## config.mk

```make
export PLATFORM = sky130hd
export DESIGN_NAME = sensor_average_calibrated_percent
export DESIGN_NICKNAME = d
export VERILOG_FILES = /design/src/rtl/sacp_pkg.sv /design/src/rtl/sacp_div.sv /design/src/rtl/sensor_average_calibrated_percent.sv
export SDC_FILE = /design/constraint.sdc
export NUM_CORES = 1
export LEC_CHECK = 0
export BUFFER_PORTS_ARGS = -buffer_cell sky130_fd_sc_hd__buf_2
export CAP_MARGIN = 15
export CORE_MARGIN = 2
export CORE_UTILIZATION = 45
export CTS_BUF_LIST = sky130_fd_sc_hd__clkbuf_8
export DETAILED_ROUTE_END_ITERATION = 16
export PLACE_DENSITY = 0.6
export SYNTH_ARGS = -nofsm -noshare
export SYNTH_HDL_FRONTEND = slang
export SYNTH_SLANG_ARGS = --single-unit
```

## constraint.sdc

```tcl
create_clock -name clk -period 5.3 [get_ports clk]
set_input_delay 0.53 -clock clk [delete_from_list [all_inputs] [get_ports clk]]
set_output_delay 0.53 -clock clk [all_outputs]
set_load 0.005 [all_outputs]
```

## src/rtl/sacp_pkg.sv

```systemverilog
// Shared types and constants for the calibrated sensor averaging block.
// Used by sacp_div, the top level sensor_average_calibrated_percent and its checker.
`timescale 1ns / 1ps

package sacp_pkg;

    localparam int CHANNELS_DEF  = 3;
    localparam int SAMPLES_DEF   = 10;
    localparam int CAL_SETS      = 3;

    localparam int CH_W          = 2;
    localparam int ADC_W         = 12;
    localparam int SUM_W         = 16;
    localparam int CNT_W         = 4;
    localparam int PCT_W         = 7;
    localparam int CFG_IDX_W     = 3;

    // dividend carries (dry - level) * 100, up to 4095 * 100
    localparam int DVD_W         = 19;
    localparam int STEP_W        = 5;

    localparam logic [ADC_W-1:0] DRY_RESET     = 12'd4095;
    localparam logic [ADC_W-1:0] WET_RESET     = 12'd275;
    localparam logic [PCT_W-1:0] FULL_PERCENT  = 7'd100;
    localparam logic [PCT_W-1:0] DRY_THRESHOLD = 7'd20;

    // configuration register indexes
    localparam logic [CFG_IDX_W-1:0] REG_ENABLE = 3'd0;
    localparam logic [CFG_IDX_W-1:0] REG_DRY_0  = 3'd1;
    localparam logic [CFG_IDX_W-1:0] REG_WET_0  = 3'd2;
    localparam logic [CFG_IDX_W-1:0] REG_DRY_1  = 3'd3;
    localparam logic [CFG_IDX_W-1:0] REG_WET_1  = 3'd4;
    localparam logic [CFG_IDX_W-1:0] REG_DRY_2  = 3'd5;
    localparam logic [CFG_IDX_W-1:0] REG_WET_2  = 3'd6;

    typedef enum logic [2:0] {
        ST_IDLE,
        ST_AVG,
        ST_MUL,
        ST_PCT,
        ST_OUT
    } sacp_state_t;

    typedef struct packed {
        logic             start;
        logic [DVD_W-1:0] dividend;
        logic [ADC_W-1:0] divisor;
    } sacp_div_req_t;

    typedef struct packed {
        logic             done;
        logic [DVD_W-1:0] quotient;
    } sacp_div_rsp_t;

endpackage

```

## src/rtl/sacp_div.sv

```systemverilog
// Restoring divider, one quotient bit per cycle, shared by the averaging and scaling steps.
// Depends on sacp_pkg for widths and the request/response structs.
`timescale 1ns / 1ps

module sacp_div
    import sacp_pkg::*;
(
    input  logic          clk,
    input  logic          rst_n,
    input  sacp_div_req_t req,
    output sacp_div_rsp_t rsp
);

    logic [DVD_W-1:0]  work_reg;
    logic [ADC_W-1:0]  rem_reg;
    logic [ADC_W-1:0]  dvs_reg;
    logic [STEP_W-1:0] step_reg;
    logic              busy_reg;
    logic              done_reg;

    logic [ADC_W:0]    rem_shift;
    logic              fits;
    logic [ADC_W:0]    rem_sub;

    always_comb
    begin
        rem_shift = {rem_reg, work_reg[DVD_W-1]};
        fits      = rem_shift >= {1'b0, dvs_reg};
        rem_sub   = rem_shift - {1'b0, dvs_reg};
    end

    always_ff @(posedge clk or negedge rst_n)
    begin
        if (!rst_n)
        begin
            busy_reg <= 1'b0;
            done_reg <= 1'b0;
            step_reg <= '0;
        end
        else
        begin
            done_reg <= 1'b0;
            if (req.start)
            begin
                busy_reg <= 1'b1;
                step_reg <= STEP_W'(DVD_W);
            end
            else if (busy_reg)
            begin
                step_reg <= step_reg - 1'b1;
                if (step_reg == STEP_W'(1))
                begin
                    busy_reg <= 1'b0;
                    done_reg <= 1'b1;
                end
            end
        end
    end

    always_ff @(posedge clk)
    begin
        if (req.start)
        begin
            work_reg <= req.dividend;
            rem_reg  <= '0;
            dvs_reg  <= req.divisor;
        end
        else if (busy_reg)
        begin
            // shift one dividend bit into the remainder, subtract where it fits
            work_reg <= {work_reg[DVD_W-2:0], fits};
            rem_reg  <= fits ? rem_sub[ADC_W-1:0] : rem_shift[ADC_W-1:0];
        end
    end

    assign rsp.done     = done_reg;
    assign rsp.quotient = work_reg;

endmodule

```

## src/rtl/sensor_average_calibrated_percent.sv

```systemverilog
// Top level: per-channel sample accumulation, averaging, clamping and percent scaling.
// Depends on sacp_pkg and the shared divider sacp_div.
`timescale 1ns / 1ps
//
//  beat     handshake            payload
//  input    in_valid / in_ready  channel, sample
//  result   out_valid/out_ready  out_channel, average, percent, is_dry, calib_error
//  config   cfg_we (no wait)     cfg_index, cfg_data
//
// A sample that completes no block is taken while in_ready stays high.
// A sample that completes a block holds in_ready low through two divider
// passes (19 quotient bits each, then the done strobe), one multiply and one
// output step; a bad calibration skips the second pass.
// The result register holds while out_ready is low; a further block waits for it.
// Reset clears sums, counts and control, and loads the default calibration.

module sensor_average_calibrated_percent
    import sacp_pkg::*;
#(
    parameter int CHANNELS = CHANNELS_DEF,
    parameter int SAMPLES  = SAMPLES_DEF
)
(
    input  logic                 clk,
    input  logic                 rst_n,

    input  logic                 in_valid,
    output logic                 in_ready,
    input  logic [CH_W-1:0]      channel,
    input  logic [ADC_W-1:0]     sample,

    output logic                 out_valid,
    input  logic                 out_ready,
    output logic [CH_W-1:0]      out_channel,
    output logic [ADC_W-1:0]     average,
    output logic [PCT_W-1:0]     percent,
    output logic                 is_dry,
    output logic                 calib_error,

    input  logic                 cfg_we,
    input  logic [CFG_IDX_W-1:0] cfg_index,
    input  logic [ADC_W-1:0]     cfg_data
);

    localparam int ACT_CH = (CHANNELS < CAL_SETS) ? CHANNELS : CAL_SETS;
    localparam logic [CNT_W-1:0] LAST_COUNT = CNT_W'(SAMPLES % 16);
    localparam logic [ADC_W-1:0] SAMPLES_DIV = ADC_W'(SAMPLES);

    // configuration
    logic             enable_reg;
    logic [ADC_W-1:0] dry_reg [CAL_SETS];
    logic [ADC_W-1:0] wet_reg [CAL_SETS];

    always_ff @(posedge clk or negedge rst_n)
    begin
        if (!rst_n)
        begin
            enable_reg <= 1'b1;
            for (int i = 0; i < CAL_SETS; i++)
            begin
                dry_reg[i] <= DRY_RESET;
                wet_reg[i] <= WET_RESET;
            end
        end
        else if (cfg_we)
        begin
            unique case (cfg_index)
                REG_ENABLE: enable_reg <= cfg_data[0];
                REG_DRY_0:  dry_reg[0] <= cfg_data;
                REG_WET_0:  wet_reg[0] <= cfg_data;
                REG_DRY_1:  dry_reg[1] <= cfg_data;
                REG_WET_1:  wet_reg[1] <= cfg_data;
                REG_DRY_2:  dry_reg[2] <= cfg_data;
                REG_WET_2:  wet_reg[2] <= cfg_data;
                default:    ;
            endcase
        end
    end

    // sequencer
    sacp_state_t   state_reg, state_next;
    sacp_div_req_t div_req;
    sacp_div_rsp_t div_rsp;

    logic             accept;
    logic             ch_ok;
    logic [SUM_W-1:0] sum_sel;
    logic [CNT_W-1:0] cnt_sel;
    logic [SUM_W-1:0] sum_new;
    logic [CNT_W-1:0] cnt_new;
    logic             block_done;

    logic [SUM_W-1:0] sum_reg [ACT_CH];
    logic [CNT_W-1:0] cnt_reg [ACT_CH];

    logic [CH_W-1:0]  ch_reg;
    logic [ADC_W-1:0] avg_reg;
    logic [ADC_W-1:0] clamp_reg;
    logic             err_reg;
    logic [PCT_W-1:0] pct_reg;

    logic [ADC_W-1:0] dry_sel;
    logic [ADC_W-1:0] wet_sel;
    logic [ADC_W-1:0] avg_q;
    logic [ADC_W-1:0] clamp_q;
    logic [ADC_W-1:0] span;
    logic [DVD_W-1:0] scaled;

    logic             out_free;
    logic             out_valid_reg;
    logic [CH_W-1:0]  out_channel_reg;
    logic [ADC_W-1:0] average_reg;
    logic [PCT_W-1:0] percent_reg;
    logic             is_dry_reg;
    logic             calib_error_reg;

    assign in_ready = (state_reg == ST_IDLE);
    assign accept   = in_valid && in_ready;
    assign ch_ok    = (int'(channel) < ACT_CH);

    always_comb
    begin
        sum_sel = '0;
        cnt_sel = '0;
        for (int i = 0; i < ACT_CH; i++)
        begin
            if (channel == CH_W'(i))
            begin
                sum_sel = sum_reg[i];
                cnt_sel = cnt_reg[i];
            end
        end
        sum_new    = sum_sel + SUM_W'(sample);
        cnt_new    = cnt_sel + 1'b1;
        block_done = accept && enable_reg && ch_ok && (cnt_new == LAST_COUNT);
    end

    always_ff @(posedge clk or negedge rst_n)
    begin
        if (!rst_n)
        begin
            for (int i = 0; i < ACT_CH; i++)
            begin
                sum_reg[i] <= '0;
                cnt_reg[i] <= '0;
            end
        end
        else if (accept && enable_reg && ch_ok)
        begin
            for (int i = 0; i < ACT_CH; i++)
            begin
                if (channel == CH_W'(i))
                begin
                    // restart the channel once its block is complete
                    sum_reg[i] <= block_done ? '0 : sum_new;
                    cnt_reg[i] <= block_done ? '0 : cnt_new;
                end
            end
        end
    end

    always_comb
    begin
        dry_sel = DRY_RESET;
        wet_sel = WET_RESET;
        unique case (ch_reg)
            2'd0:    begin dry_sel = dry_reg[0]; wet_sel = wet_reg[0]; end
            2'd1:    begin dry_sel = dry_reg[1]; wet_sel = wet_reg[1]; end
            2'd2:    begin dry_sel = dry_reg[2]; wet_sel = wet_reg[2]; end
            default: ;
        endcase
        avg_q = div_rsp.quotient[ADC_W-1:0];
        if (avg_q < wet_sel)
            clamp_q = wet_sel;
        else if (avg_q > dry_sel)
            clamp_q = dry_sel;
        else
            clamp_q = avg_q;
        span   = dry_sel - wet_sel;
        scaled = DVD_W'(dry_sel - clamp_reg) * DVD_W'(FULL_PERCENT);
    end

    assign out_free = !out_valid_reg || out_ready;

    always_ff @(posedge clk or negedge rst_n)
    begin
        if (!rst_n)
            state_reg <= ST_IDLE;
        else
            state_reg <= state_next;
    end

    always_comb
    begin
        state_next = state_reg;
        div_req    = '0;
        unique case (state_reg)
            ST_IDLE:
            begin
                if (block_done)
                begin
                    div_req.start    = 1'b1;
                    div_req.dividend = DVD_W'(sum_new);
                    div_req.divisor  = SAMPLES_DIV;
                    state_next       = ST_AVG;
                end
            end
            ST_AVG:
            begin
                if (div_rsp.done)
                    state_next = ST_MUL;
            end
            ST_MUL:
            begin
                if (err_reg)
                    state_next = ST_OUT;
                else
                begin
                    div_req.start    = 1'b1;
                    div_req.dividend = scaled;
                    div_req.divisor  = span;
                    state_next       = ST_PCT;
                end
            end
            ST_PCT:
            begin
                if (div_rsp.done)
                    state_next = ST_OUT;
            end
            ST_OUT:
            begin
                if (out_free)
                    state_next = ST_IDLE;
            end
            default: state_next = ST_IDLE;
        endcase
    end

    always_ff @(posedge clk)
    begin
        if (block_done)
            ch_reg <= channel;
        if (state_reg == ST_AVG && div_rsp.done)
        begin
            avg_reg   <= avg_q;
            clamp_reg <= clamp_q;
            err_reg   <= (wet_sel >= dry_sel);
            pct_reg   <= '0;
        end
        if (state_reg == ST_PCT && div_rsp.done)
            pct_reg <= div_rsp.quotient[PCT_W-1:0];
    end

    sacp_div u_div (
        .clk   (clk),
        .rst_n (rst_n),
        .req   (div_req),
        .rsp   (div_rsp)
    );

    // result register: hold until taken
    always_ff @(posedge clk or negedge rst_n)
    begin
        if (!rst_n)
            out_valid_reg <= 1'b0;
        else if (state_reg == ST_OUT && out_free)
            out_valid_reg <= 1'b1;
        else if (out_ready)
            out_valid_reg <= 1'b0;
    end

    always_ff @(posedge clk)
    begin
        if (state_reg == ST_OUT && out_free)
        begin
            out_channel_reg <= ch_reg;
            average_reg     <= avg_reg;
            percent_reg     <= pct_reg;
            is_dry_reg      <= (pct_reg < DRY_THRESHOLD);
            calib_error_reg <= err_reg;
        end
    end

    assign out_valid   = out_valid_reg;
    assign out_channel = out_channel_reg;
    assign average     = average_reg;
    assign percent     = percent_reg;
    assign is_dry      = is_dry_reg;
    assign calib_error = calib_error_reg;

endmodule

```

Word level (Yosys, flattened, before mapping)
Cells that the tools add are included.
Widths: inputs -> output; s select.

word-level totals
  flip-flop bits (word level) = 244
  input port bits = 34
  output and inout port bits = 25
  word-level logic and storage cells = 127

operators by class
  $add $sub $neg = 6
  multiply operators = 1
  order comparisons = 6
  equal/unequal tests = 20
  multiplexer cells = 36
  reductions and logical operators = 27

operators with widths
  cell                   count
  $pmux 12 s3            2
  $mux 16                4
  $mux 32                2
  $pmux 32 s2            1
  $mux 19                2
  $mux 12                3
  $sub 12x12->12         2
  $reduce_and 2->1       10
  $mul 19x5->17 const B  1
  $add 16x12->16         1
  $mux 4                 4
  $mux 3                 5
  $pmux 3 s5             1
  $mux 7                 2
  $ge 13x12->1           1
  $sub 12x12->13         1
  $eq 3x2->1 const B     4
  $eq 3x3->1 const B     4
  $ge 12x12->1           1
  $gt 12x12->1           1
  $lt 12x12->1           1
  $mux 5                 2
  $mux 1                 8
  $logic_and 1x1->1      7
  17 further kinds       26

Longest topological paths before layout
Gate-level depths: netlist (run 1).

  word-level depth = 10
  depth in mapped cells = 28
  depth with buffers taken out = 25

Hierarchy
From an unflattened synthesis (run 1), not the netlist that was laid out.

unflattened totals
  cells, all modules = 1361
  area total of the unflattened synthesis = 14724.1 um^2

by module, submodules not included
  module                             times used  cells each  area each (um^2)  sequential area each (um^2)
  sensor_average_calibrated_percent  1           1112        11946.5           5201.2
  sacp_div                           1           249         2777.7            1346.3

Worst setup path before layout (run 1)
No wires, ideal clock.

  path kind = register -> register
  from = register ch_reg[1]
  to = register u_div.work_reg[18], data pin
  library setup time = 137 ps
  data arrival time = 5649 ps
  required time = 5163 ps
  setup slack = -486 ps
  cell stages (with the launch flop) = 28
  buffers on the path = 3
  clock period less this slack = 5786 ps
  path through = edfxtp_1 > clkbuf_1 > nand2b_1 > clkbuf_1 > clkbuf_1 > o22a_1 > inv_1 > ha_1 > fa_1 > nor2b_1 > o31a_1 > o21ai_1 > o21ai_0 > a21o_1 > a21o_1 > xor2_1 > ha_1 > ha_1 > inv_1 > fa_1 > inv_1 > ha_1 > a21o_1 > a21oi_1 > a21boi_0 > or3_1 > a211o_1 > nand3_1

on the way
  word-level cells in the longest chain between the ends = 7
  elaborated cells between the ends (all ways) = 9
  those cells by class = add/sub (1); mul (1); eq/ne (2); mux (4); reduce/logical (1)

ends and longest elaborated chain
  item                                line                                      source
  from (decl)                         sensor_average_calibrated_percent.sv:96   logic [CH_W-1:0] ch_reg;
  from (signal assigned)              sensor_average_calibrated_percent.sv:242  ch_reg <= channel;
  $eq 2x2->1 (tied with other cells)  sensor_average_calibrated_percent.sv:166  unique case (ch_reg)
  $pmux 12 s3 (*)                     sensor_average_calibrated_percent.sv:166
  $sub 12x12->13 (*)                  sensor_average_calibrated_percent.sv:180  scaled = DVD_W'(dry_sel - clamp_reg) * DVD_W'(FULL_PERCENT);
  $mul 19x5->17 (*)                   sensor_average_calibrated_percent.sv:180
  $mux 32 (*)                         sensor_average_calibrated_percent.sv:215  if (err_reg)
  $pmux 32 s2 (*)                     sensor_average_calibrated_percent.sv:197  unique case (state_reg)
  $mux 19 (*)                         sacp_div.sv:62                            if (req.start)
  to (signal assigned)                sacp_div.sv:64                            work_reg <= req.dividend;
  to (signal assigned)                sacp_div.sv:71                            work_reg <= {work_reg[DVD_W-2:0], fits};
  to (decl)                           sacp_div.sv:14                            logic [DVD_W-1:0] work_reg;

Mark *: on every way between the ends. The rest lies on a longest branch, timed or not.
A chain may end at the register's enable or synchronous reset.

Final worst setup path (run 1)
  from = register ch_reg[0]
  to = register u_div.work_reg[18], data pin

The elaborated chain is that of the path after synthesis.

==> results of run 1 <==
-- cell type report --
| class | count | area (µm²) | share of cell area |
|---|---|---|---|
| multi-input combinational | 943 | 7582 | 0.4532 |
| sequential | 244 | 6548 | 0.3913 |
| timing repair buffer | 128 | 847.1 | 0.05063 |
| clock buffer | 52 | 715.7 | 0.04278 |
| tap | 402 | 503.0 | 0.03006 |
| inverter | 105 | 394.1 | 0.02356 |
| clock inverter | 28 | 141.4 | 0.008451 |
-- synth_stat cells (4+ instances only) --
library cell  number  area share
o221ai_1           4      0.0024
a21o_1            20       0.010
nand3_1           18      0.0062
xor2_1            16      0.0097
a22oi_1           10      0.0052
o21ai_1            4      0.0014
dfrtp_1           95        0.16
o22ai_1            6      0.0026
nor4_1             4      0.0017
nand4_1           11      0.0047
and3_1            14      0.0060
nor2b_1           22      0.0095
edfxtp_1          88        0.18
o22a_1            12      0.0072
nor3_1            23      0.0079
clkbuf_1          34      0.0088
a31oi_1            7      0.0030
xnor2_1           39       0.024
o21a_1            16      0.0083
mux2i_1           63       0.043
inv_1            104       0.027
dfstp_2           49       0.089
nand2b_1          13      0.0056
a21oi_1           60       0.021
buf_1              8      0.0021
a211oi_1           7      0.0036
mux2_2            95       0.074
dfxtp_1           12       0.017
ha_1             111       0.096
nand2_1          113       0.029
o21ai_0           83       0.029
buf_2             12      0.0041
nand3b_1           4      0.0021
nor2_1            53       0.014
buf_4              5      0.0026
o31ai_1           43       0.022
or3_1              7      0.0030
fa_1              16       0.022
-- repair_timing --
item / in CTS / in global routing
endpoints found under the setup margin: 1 / 7
setup buffers: 0 / 3
pin swaps: 0 / 23
endpoints found under the hold margin: 30 / 0
resized for setup: 3 / 47
hold buffers: 1 / 0
-- path summary, 6_finish.rpt --
path / startpoint / end / cells after the start
worst min-delay path: out_ready / out_valid$_DFFE_PN0P_ / 2
min in group asynchronous: rst_n / sum_reg[11]$_DFFE_PN0P_ / 2
max in group asynchronous: rst_n / wet_reg[18]$_DFFE_PN0P_ / 3
worst min register to register: avg_reg[4]$_DFFE_PP_ / average[4]$_DFFE_PP_ / 0
worst max register to register: ch_reg[0]$_DFFE_PP_ / u_div.work_reg[18]$_DFFE_PP_ / 21
worst max-delay path: ch_reg[0]$_DFFE_PP_ / u_div.work_reg[18]$_DFFE_PP_ / 21
-- worst max-delay path, stage by stage, from the launching register on --
cell	delay (ns)
edfxtp_1	0.43
buf_4	0.15
mux2_2	0.33
o22a_1	0.22
ha_4	0.23
nor2b_2	0.15
o31a_1	0.26
o21ai_2	0.19
o21ai_2	0.09
a21o_1	0.17
a21o_1	0.20
xor2_1	0.15
ha_1	0.20
fa_1	0.48
inv_1	0.05
fa_1	0.50
inv_1	0.05
ha_1	0.31
a21boi_2	0.17
or3_4	0.39
a211o_1	0.26
nand3_1	0.07
-- power by group through the flow --
stage | Sequential (µW) | Combinational, µW | Clock (µW)
2_1_floorplan | 2760 | 3360 | 0
3_3_place_gp | 2970 | 4380 | 0
3_5_place_dp | 2980 | 4460 | 0
4_1_cts | 2940 | 4480 | 1760
5_1_grt | 3000 | 5310 | 1850
6_report | 2950 | 4720 | 1700
-- metal layers --
metal | up-vias | track usage
met1 | 5088 | 0.2897
met3 | 41 | 0.03982
li1 | 5116 | -
met2 | 174 | 0.3342
met5 | - | 0
met4 | 0 | 0.05056
-- cell families (layout without fill, tap and decap cells) --
family          after synthesis  count (layout)  share of synthesized area
compound gates              305             305                     0.1364
flops                       244             244                     0.4511
buf+inv                     165             313                    0.04551
simple gates                297             297                    0.09784
mux                         158             158                     0.1171
fa+ha+maj                   127             127                     0.1177
xor+xnor                     56              56                    0.03431
-- metrics by stage --
stage	TNS, ns	total power, µW
detailed placement	0	7432
global route	-0.4804	10160
CTS	0	9187
floorplan	0	6122
finish	0	9372
global placement	0	7346
==> results.md, run 1 <==
- Final Critical Period: ~5.2 ns
- Routed met1 length: around 17000 µm
- Syn Inst Count: approximately 1400
- Die Span X: around 180 µm
- Placed Cells: between 1500 and 2000
- Worst rel slew slack: 0.2644
- RePlAce Congestion: roughly 0.86
- FF-to-FF setup slack: 0.12 ns
- Non-filler cells, final: between 1500 and 2000
- Syn_area_per_cell: 10.74 µm²
- Design area: roughly 17000 µm²
- Total power per unit cell area: about 560 nW/µm²
- Yosys reg bits: around 240
- Clock buffer depth: 3
- Worst vdd ir: approximately 0.0004 V
- Pre-CTS setup slack: ~0.037 ns
- Initial antenna violation count: 2
- Die Area: 33710 µm²
- Critical Path RT: 5.73 ns
- Clock root buffer: clkbuf_8
- Worst-path clk slew: approximately 0.070 ns
- Crit Path Class: reg -> reg
- Die Y: approximately 180 µm
- RSZ-0062 raised after global routing: true
- Final Cycle Share: 0.9767
- Clock latency on the worst-skew pair: between 0.5 and 0.6 ns
- # H-tree levels: 2
- Seq pwr share: 0.315
- Placed Instance Area: 15580 µm²
- Wirelength, routed: approximately 34000 µm
- Final worst slack: approximately 0.12 ns
- Leak Pwr: approximately 0.0075 µW
- Logic pwr share: 0.503
- Worst Hold Slack: about 0.2 ns
- Total core area: between 30000 and 40000 µm²
- Netlist cell types: slightly below 70
- Residual DRC: 0
- Commonest non-fill, non-tap cell in the layout: inv_1
- Setup Viol. Count Final: 0
- Row cnt: 65
- Actual slew at the worst max-slew pin: about 1.1 ns
- Largest net degree at the start of global routing: 75
- Synth async-reset ratio: 0.5902
- Wirelength per Cell: 18.13 µm
- P_sw: about 3600 µW
- Top_reg_cell synth: dfrtp_1
- Final cell utilization of the core: 0.5289
- IO buf count: 58
- Post-synth EDFFs: slightly below 90
- P_int: roughly 5700 µW
- Final Max Tran Viols: 0
- Layout cells sized above 1: 0.2580
- Vias: 10420
- Grt ovf: 0
- Clock sink total: 244
- Metal3 WL: ~1400 µm
- Status: finished, final reports clean
- Critical path arrival: about 5.6 ns
- Highest Signal Layer: met4
- Final nets: around 1600
- Top Ports: 59
- Max reg flops: 48
- Post-route ant nets: 0
- First-pass GRT wire length: 55440 µm
- # diodes: 0
- TritonCTS buffer count: 44
- Synthesized cell area: about 15000 µm²
- Final hold vios: 0
- GRT Overall Usage: 0.2077
- Via-to-Cell Ratio: about 5.5
- MaxCap Viol Count: 0
- TritonCTS clock tree: yes
- Fill cells: between 2000 and 3000
- Max Clock Skew: a little under 0.03 ns
- Hpwl dp: around 25000 µm
- Commonest non-fill, non-tap cells in the layout: inv_1 (121), nand2_1 (113), ha_1 (102)
- CP endpoint kind: register
- Wire length on met2: between 15000 and 20000 µm
- Layout area overhead: 15.27%
- Max Fclk: between 150 and 200 MHz
- Net Sw Frac: 0.3889
- Crit path max fanout: 5
- Clock power share: 0.182
- Starting DRC count in detailed routing: around 490
- Register area share after synthesis: 0.4511
- Hold Crit Class: in -> reg
- Worst setup SP type: register
- Vias in the first global route: approximately 10000
- Syn_nets: about 1500
- Initial DRT Pass Iterations: 5
- Yosys warning total: 0
- Initial Util: 0.4588
No activity file was read; power rests on OpenSTA's default activity.
==> inputs of run 2 (changes only) <==
- CORE_ASPECT_RATIO: default -> 0.5
==> run 2 against run 1 <==
Against the previous run:
- combinational power up 8.3%
- clock-buffer cell count shrank 8
- hold slack worse by 0.18 ns
- critical path depth rose by 3
==> results.md, run 2 (same netlist as run 1, synthesis figures left out) <==
- Status: finished, final reports clean (unchanged)
- Worst rel slew slack: 0.2579 (was 0.2644)
- Worst reg2reg path depth: 24 (was 21)
- Worst-path clk slew: 0.06 ns (was 0.07 ns)
- Vias: 10620 (was 10420)
- Critical Path RT: 5.74 ns (was 5.73 ns)
- Top Ports: 59 (unchanged)
- Hpwl dp: 25290 µm (was 24700 µm)
- Die Area: 33800 µm² (was 33710 µm²)
- TritonCTS buffer count: 40 (was 44)
- Final nets: 1631 (was 1627)
- Final hold vios: 0 (unchanged)
- Clock root buffer: clkbuf_8 (unchanged)
- Worst setup SP type: register (unchanged)
- FF-to-FF setup slack: 0.05 ns (was 0.12 ns)
- Initial Util: 0.4577 (was 0.4588)
- Crit Path Class: reg -> reg (unchanged)
- Die Y: 131.0 µm (was 183.6 µm)
- Non-filler cells, final: 1934 (was 1902)
- Crit path max fanout: 6 (was 5)
- Clock latency on the worst-skew pair: 0.59 ns (was 0.57 ns)
- Row cnt: 46 (was 65)
- Grt ovf: 0 (unchanged)
- Worst Hold Slack: 0.02047 ns (was 0.2009 ns)
- TritonCTS clock tree: yes (unchanged)
- Leak Pwr: 0.007485 µW (was 0.007470 µW)
- Hold Crit Class: in -> async (was in -> reg)
- Starting DRC count in detailed routing: 730 (was 492)
- Actual slew at the worst max-slew pin: 1.108 ns (was 1.097 ns)
- Final Cycle Share: 0.9912 (was 0.9767)
- Crit path capture: u_div.work_reg[18]$_DFFE_PP_ (unchanged)
- Final Max Tran Viols: 0 (unchanged)
- Clock buffer depth: 3 (unchanged)
- GRT Overall Usage: 0.2120 (was 0.2077)
- Layout area overhead: 16.35% (was 15.27%)
- Clock sink total: 244 (unchanged)
- RePlAce Congestion: 0.8574 (was 0.8552)
- Initial DRT Pass Iterations: 5 (unchanged)
- Die Span X: 258.0 µm (was 183.6 µm)
- Layout cells sized above 1: 0.2696 (was 0.2580)
- Critical path arrival: 5.69 ns (was 5.61 ns)
- Hold_buf cts: 0 (was 1)
- R2R Path Start: ch_reg[0]$_DFFE_PP_ (unchanged)
- Power, Total: 9787 µW (was 9372 µW)
- Final cell utilization of the core: 0.5326 (was 0.5289)
- Vias in the first global route: 10620 (was 10490)
- Initial antenna violation count: 0 (was 2)
- Max Fclk: 190.4 MHz (was 193.2 MHz)
- Fill cells: 2809 (was 2832)
- Critical Path Start: ch_reg[0]$_DFFE_PP_ (unchanged)
- Placed Cells: 1849 (was 1817)
- Wirelength, routed: 35650 µm (was 34480 µm)
- Largest net degree at the start of global routing: 89 (was 75)
- Total power per unit cell area: 579.5 nW/µm² (was 560.2 nW/µm²)
- MaxCap Viol Count: 0 (unchanged)
- Final Critical Period: 5.253 ns (was 5.176 ns)
- Worst vdd ir: 0.0003655 V (was 0.0003966 V)
- Commonest non-fill, non-tap cells in the layout: nand2_1 (112), inv_1 (111), ha_1 (99) (was inv_1 (121), nand2_1 (113), ha_1 (102))
- IO buf count: 58 (unchanged)
- CP endpoint kind: register (unchanged)
- Post-route ant nets: 0 (unchanged)
- Reg-to-Reg End: u_div.work_reg[18]$_DFFE_PP_ (unchanged)
- Residual DRC: 0 (unchanged)
- Max Clock Skew: 0.04821 ns (was 0.02946 ns)
- First-pass GRT wire length: 56320 µm (was 55440 µm)
- Wirelength per Cell: 18.43 µm (was 18.13 µm)
- Design area: 16890 µm² (was 16730 µm²)
- # diodes: 0 (unchanged)
- Commonest non-fill, non-tap cell in the layout: nand2_1 (was inv_1)
- Setup Viol. Count Final: 0 (unchanged)
- Total core area: 31710 µm² (was 31640 µm²)
- Via-to-Cell Ratio: 5.492 (was 5.478)
- Placed Instance Area: 15650 µm² (was 15580 µm²)
- RSZ-0062 raised after global routing: true (unchanged)
- # H-tree levels: 2 (unchanged)
- Max reg flops: 48 (unchanged)
[run 2: cell count changes in the layout (fill, tap and decap cells not counted), sizes merged]
cell	change
inv	-8
bufinv	+3
buf	+9
clkbuf	-8
clkinv	+5
dlygate4sd3	-1
clkinvlp	+2
[run 2: worst max-delay path, stage by stage, from the launching register on]
cell	delay, ns
edfxtp_1	0.53
mux2_4	0.35
o22a_1	0.20
inv_2	0.09
ha_4	0.14
fa_2	0.22
nor2b_2	0.05
o31a_1	0.30
o21ai_2	0.19
o21ai_2	0.08
a21o_1	0.16
a21o_1	0.19
xor2_1	0.15
ha_1	0.28
ha_1	0.27
inv_1	0.04
fa_1	0.50
inv_2	0.05
ha_4	0.21
a21o_1	0.20
a21oi_2	0.13
a21boi_2	0.06
or3_1	0.39
a211o_1	0.26
nand3_1	0.08
[run 2: how the worst min path moves through the flow]
stage	to	slack [ns]	cells after the start
2_1_floorplan	cnt_reg[0]$_DFFE_PN0P_	0.23	0
3_3_place_gp	average[5]$_DFFE_PP_	0.40	0
3_5_place_dp	percent[0]$_DFFE_PP_	0.40	0
4_1_cts	state_reg[1]$_DFFE_PN0P_	0.02	1
5_1_grt	wet_reg[27]$_DFFE_PN0P_	0.05	1
6_report	wet_reg[14]$_DFFE_PN0P_	0.02	1
[run 2: per-layer routing]
layer,part of all wire,track usage
met1,0.48,0.2973
met4,0.010,0.04726
met3,0.053,0.04900
met2,0.45,0.3370
met5,0,0
[run 2: where the power goes]
part,internal (µW),total (µW),switching [µW],leakage (µW)
logic,2420,5110,2680,0.00435
clock network,915,1730,811,0.000457
registers,2540,2960,412,0.00268
total,5880,9790,3900,0.00748
[run 2: metrics by stage]
step	setup TNS, ns	setup slack (ns)
2_1_floorplan	0	0.02470
3_3_place_gp	0	0.08968
3_5_place_dp	-0.01645	-0.01645
4_1_cts	-0.02222	-0.02222
5_1_grt	-0.3984	-0.1397
6_report	0	0.04682
[run 2: cell type report]
class,instances,area [µm²],area share
inverters,105,394.1,0.02334
repair buffers,136,913.4,0.05408
well taps,432,540.5,0.03200
clock buffers,44,605.6,0.03586
flip-flops and latches,244,6548,0.3877
clock inverters,30,210.2,0.01245
multi-input cells,943,7677,0.4546
[run 2: timing repair]
action                     4_1_cts  5_1_grt
setup buffers                    0        9
pin swaps                        0       36
setup endpoints to repair        1        7
resized for setup                3       69
==> inputs of run 3 (changes only) <==
- REMOVE_ABC_BUFFERS: default -> 1
==> run 3 against run 2 <==
Against the previous run:
- first-iteration DRC count decreased by 16%
- cell count increased by 0.31%
- sequential share of layout area about the same
- non-clock buffer count increased by 4
- critical path depth increased by 1
- via count about the same
- combinational power decreased by 4%
- core utilization about the same
- design area about the same
- power decreased by 1.2%
- setup slack improved by 0.084 ns
- largest cell class unchanged
==> results.md, run 3 (same netlist as run 1, synthesis figures left out) <==
- CP endpoint kind: register (unchanged)
- Grt ovf: 0 (unchanged)
- Fin Setup TNS: 0 ns (unchanged)
- Final Max Tran Viols: 0 (unchanged)
- Multi-input logic area: 7599 µm² (was 7677 µm²)
- Commonest non-fill, non-tap cell in the layout: inv_1 (was nand2_1)
- Worst-path clk slew: 0.07 ns (was 0.06 ns)
- TritonCTS buffer count: 41 (was 40)
- R2R Path Start: ch_reg[0]$_DFFE_PP_ (unchanged)
- Setup Viol. Count Final: 0 (unchanged)
- FF-to-FF setup slack: 0.13 ns (was 0.05 ns)
- Largest net degree at the start of global routing: 103 (was 89)
- Max Clock Skew: 0.02652 ns (was 0.04821 ns)
- CP most frequent cell: a21o_1 (unchanged)
- Top Ports: 59 (unchanged)
- Die Area: 33800 µm² (unchanged)
- TritonCTS clock tree: yes (unchanged)
- Clock sink total: 244 (unchanged)
- First-pass GRT wire length: 56960 µm (was 56320 µm)
- IO buf count: 58 (unchanged)
- Max reg flops: 48 (unchanged)
- Hold_buf cts: 0 (unchanged)
- Layout area overhead: 16.37% (was 16.35%)
- Initial DRT Pass Iterations: 5 (unchanged)
- Row cnt: 46 (unchanged)
- Post-route ant nets: 0 (unchanged)
- Vias: 10620 (about the same)
- Final Cycle Share: 0.9752 (was 0.9912)
- MaxCap Viol Count: 0 (unchanged)
- Hpwl dp: 25670 µm (was 25290 µm)
- Crit path max fanout: 7 (was 6)
- Crit Path Class: reg -> reg (unchanged)
- Die Span X: 258.0 µm (unchanged)
- Clock root buffer: clkbuf_8 (unchanged)
- Residual DRC: 0 (unchanged)
- Critical path arrival: 5.60 ns (was 5.69 ns)
- Pre-CTS setup slack: -0.1605 ns (was -0.01645 ns)
- Max Fclk: 193.5 MHz (was 190.4 MHz)
- Total power per unit cell area: 572.4 nW/µm² (was 579.5 nW/µm²)
- Leak Pwr: 0.007531 µW (was 0.007485 µW)
- Reg area: 6548 µm² (unchanged)
- Initial Util: 0.4577 (unchanged)
- Final worst slack: 0.1313 ns (was 0.04682 ns)
- RePlAce Congestion: 0.8778 (was 0.8574)
- Crit path largest cell delay: 0.50 ns (was 0.53 ns)
- Hold Crit Class: in -> async (unchanged)
- Top Family by Delay on Critical Path: compound AO/OA/AOI/OAI gates (unchanged)
- Via-to-Cell Ratio: 5.473 (was 5.492)
- Reg-to-Reg End: u_div.work_reg[18]$_DFFE_PP_ (unchanged)
- Worst rel slew slack: 0.1746 (was 0.2579)
- # diodes: 0 (unchanged)
- Total core area: 31710 µm² (unchanged)
- Final Critical Period: 5.169 ns (was 5.253 ns)
- Critical Path RT: 5.73 ns (was 5.74 ns)
- Wirelength, routed: 36140 µm (was 35650 µm)
- Starting DRC count in detailed routing: 615 (was 730)
- Clock buffer depth: 3 (unchanged)
- Worst reg2reg path depth: 25 (was 24)
- Fill cells: 2733 (was 2809)
- # H-tree levels: 2 (unchanged)
- GRT Overall Usage: 0.2162 (was 0.2120)
- Clock latency on the worst-skew pair: 0.57 ns (was 0.59 ns)
- Worst vdd ir: 0.0004103 V (was 0.0003655 V)
- Final hold vios: 0 (unchanged)
- Die Y: 131.0 µm (unchanged)
- RSZ-0062 raised after global routing: true (unchanged)
- Wirelength per Cell: 18.63 µm (was 18.43 µm)
- Actual slew at the worst max-slew pin: 1.233 ns (was 1.108 ns)
- Initial antenna violation count: 0 (unchanged)
- Crit path buffers/inverters: 4 (was 3)
- Status: finished, final reports clean (unchanged)
- Layout cells sized above 1: 0.2653 (was 0.2696)
- Final cell utilization of the core: 0.5326 (about the same)
- Worst setup SP type: register (unchanged)
- Vias in the first global route: 10690 (was 10620)
- Commonest non-fill, non-tap cells in the layout: inv_1 (119), nand2_1 (112), ha_1 (100) (was nand2_1 (112), inv_1 (111), ha_1 (99))
- Final nets: 1636 (was 1631)
- Slowest stage cell, crit path: fa_1 (was edfxtp_1)
-- run 3: layer usage --
metal | vias up | part of all wire | GRT usage
met4 | 0 | 0.017 | 0.05508
li1 | 5124 | - | -
met1 | 5232 | 0.49 | 0.3071
met2 | 217 | 0.44 | 0.3420
met5 | - | 0 | 0
met3 | 44 | 0.053 | 0.04186
-- run 3: power breakdown --
part           internal, µW  switching, µW
registers              2540            404
logic                  2370           2550
clock network          1010            801
-- run 3: cell type report --
cell class              instances  share of cell area
repair buffers                140             0.05563
clock inverters                29             0.01326
inverters                     105             0.02333
multi-input cells             943              0.4499
clock buffers                  47             0.03830
well taps                     432             0.03200
flip-flops and latches        244              0.3876
-- run 3: repair_timing --
item,in CTS,in global routing
setup buffers,1,7
resized for setup,16,43
setup endpoints to repair,5,7
pin swaps,7,27
-- run 3: worst max-delay path by stage --
stage                             start                            to  slack (ns)  depth (start not counted)
finish              ch_reg[0]$_DFFE_PP_  u_div.work_reg[18]$_DFFE_PP_        0.13                         25
global route        ch_reg[0]$_DFFE_PP_  u_div.work_reg[18]$_DFFE_PP_       -0.11                         26
CTS                 ch_reg[0]$_DFFE_PP_  u_div.work_reg[18]$_DFFE_PP_       -0.08                         24
detailed placement  ch_reg[0]$_DFFE_PP_  u_div.work_reg[18]$_DFFE_PP_       -0.16                         24
global placement    ch_reg[0]$_DFFE_PP_  u_div.work_reg[18]$_DFFE_PP_       -0.02                         24
floorplan           ch_reg[0]$_DFFE_PP_  u_div.work_reg[18]$_DFFE_PP_       -0.77                         24
-- run 3: per-stage QoR --
| step | power, µW | hold WS (ns) | instances | instance area [µm²] |
|---|---|---|---|---|
| 3_5_place_dp | 7401 | 0.4057 | 1855 | 15660 |
| 4_1_cts | 9344 | 0.1116 | 1932 | 16610 |
| 3_3_place_gp | 7300 | 0.4041 | 1855 | 15660 |
| 6_report | 9669 | 0.09971 | 1940 | 16890 |
| 5_1_grt | 10450 | 0.1763 | 1940 | 16890 |
| 2_1_floorplan | 6044 | 0.2344 | 1292 | 14250 |
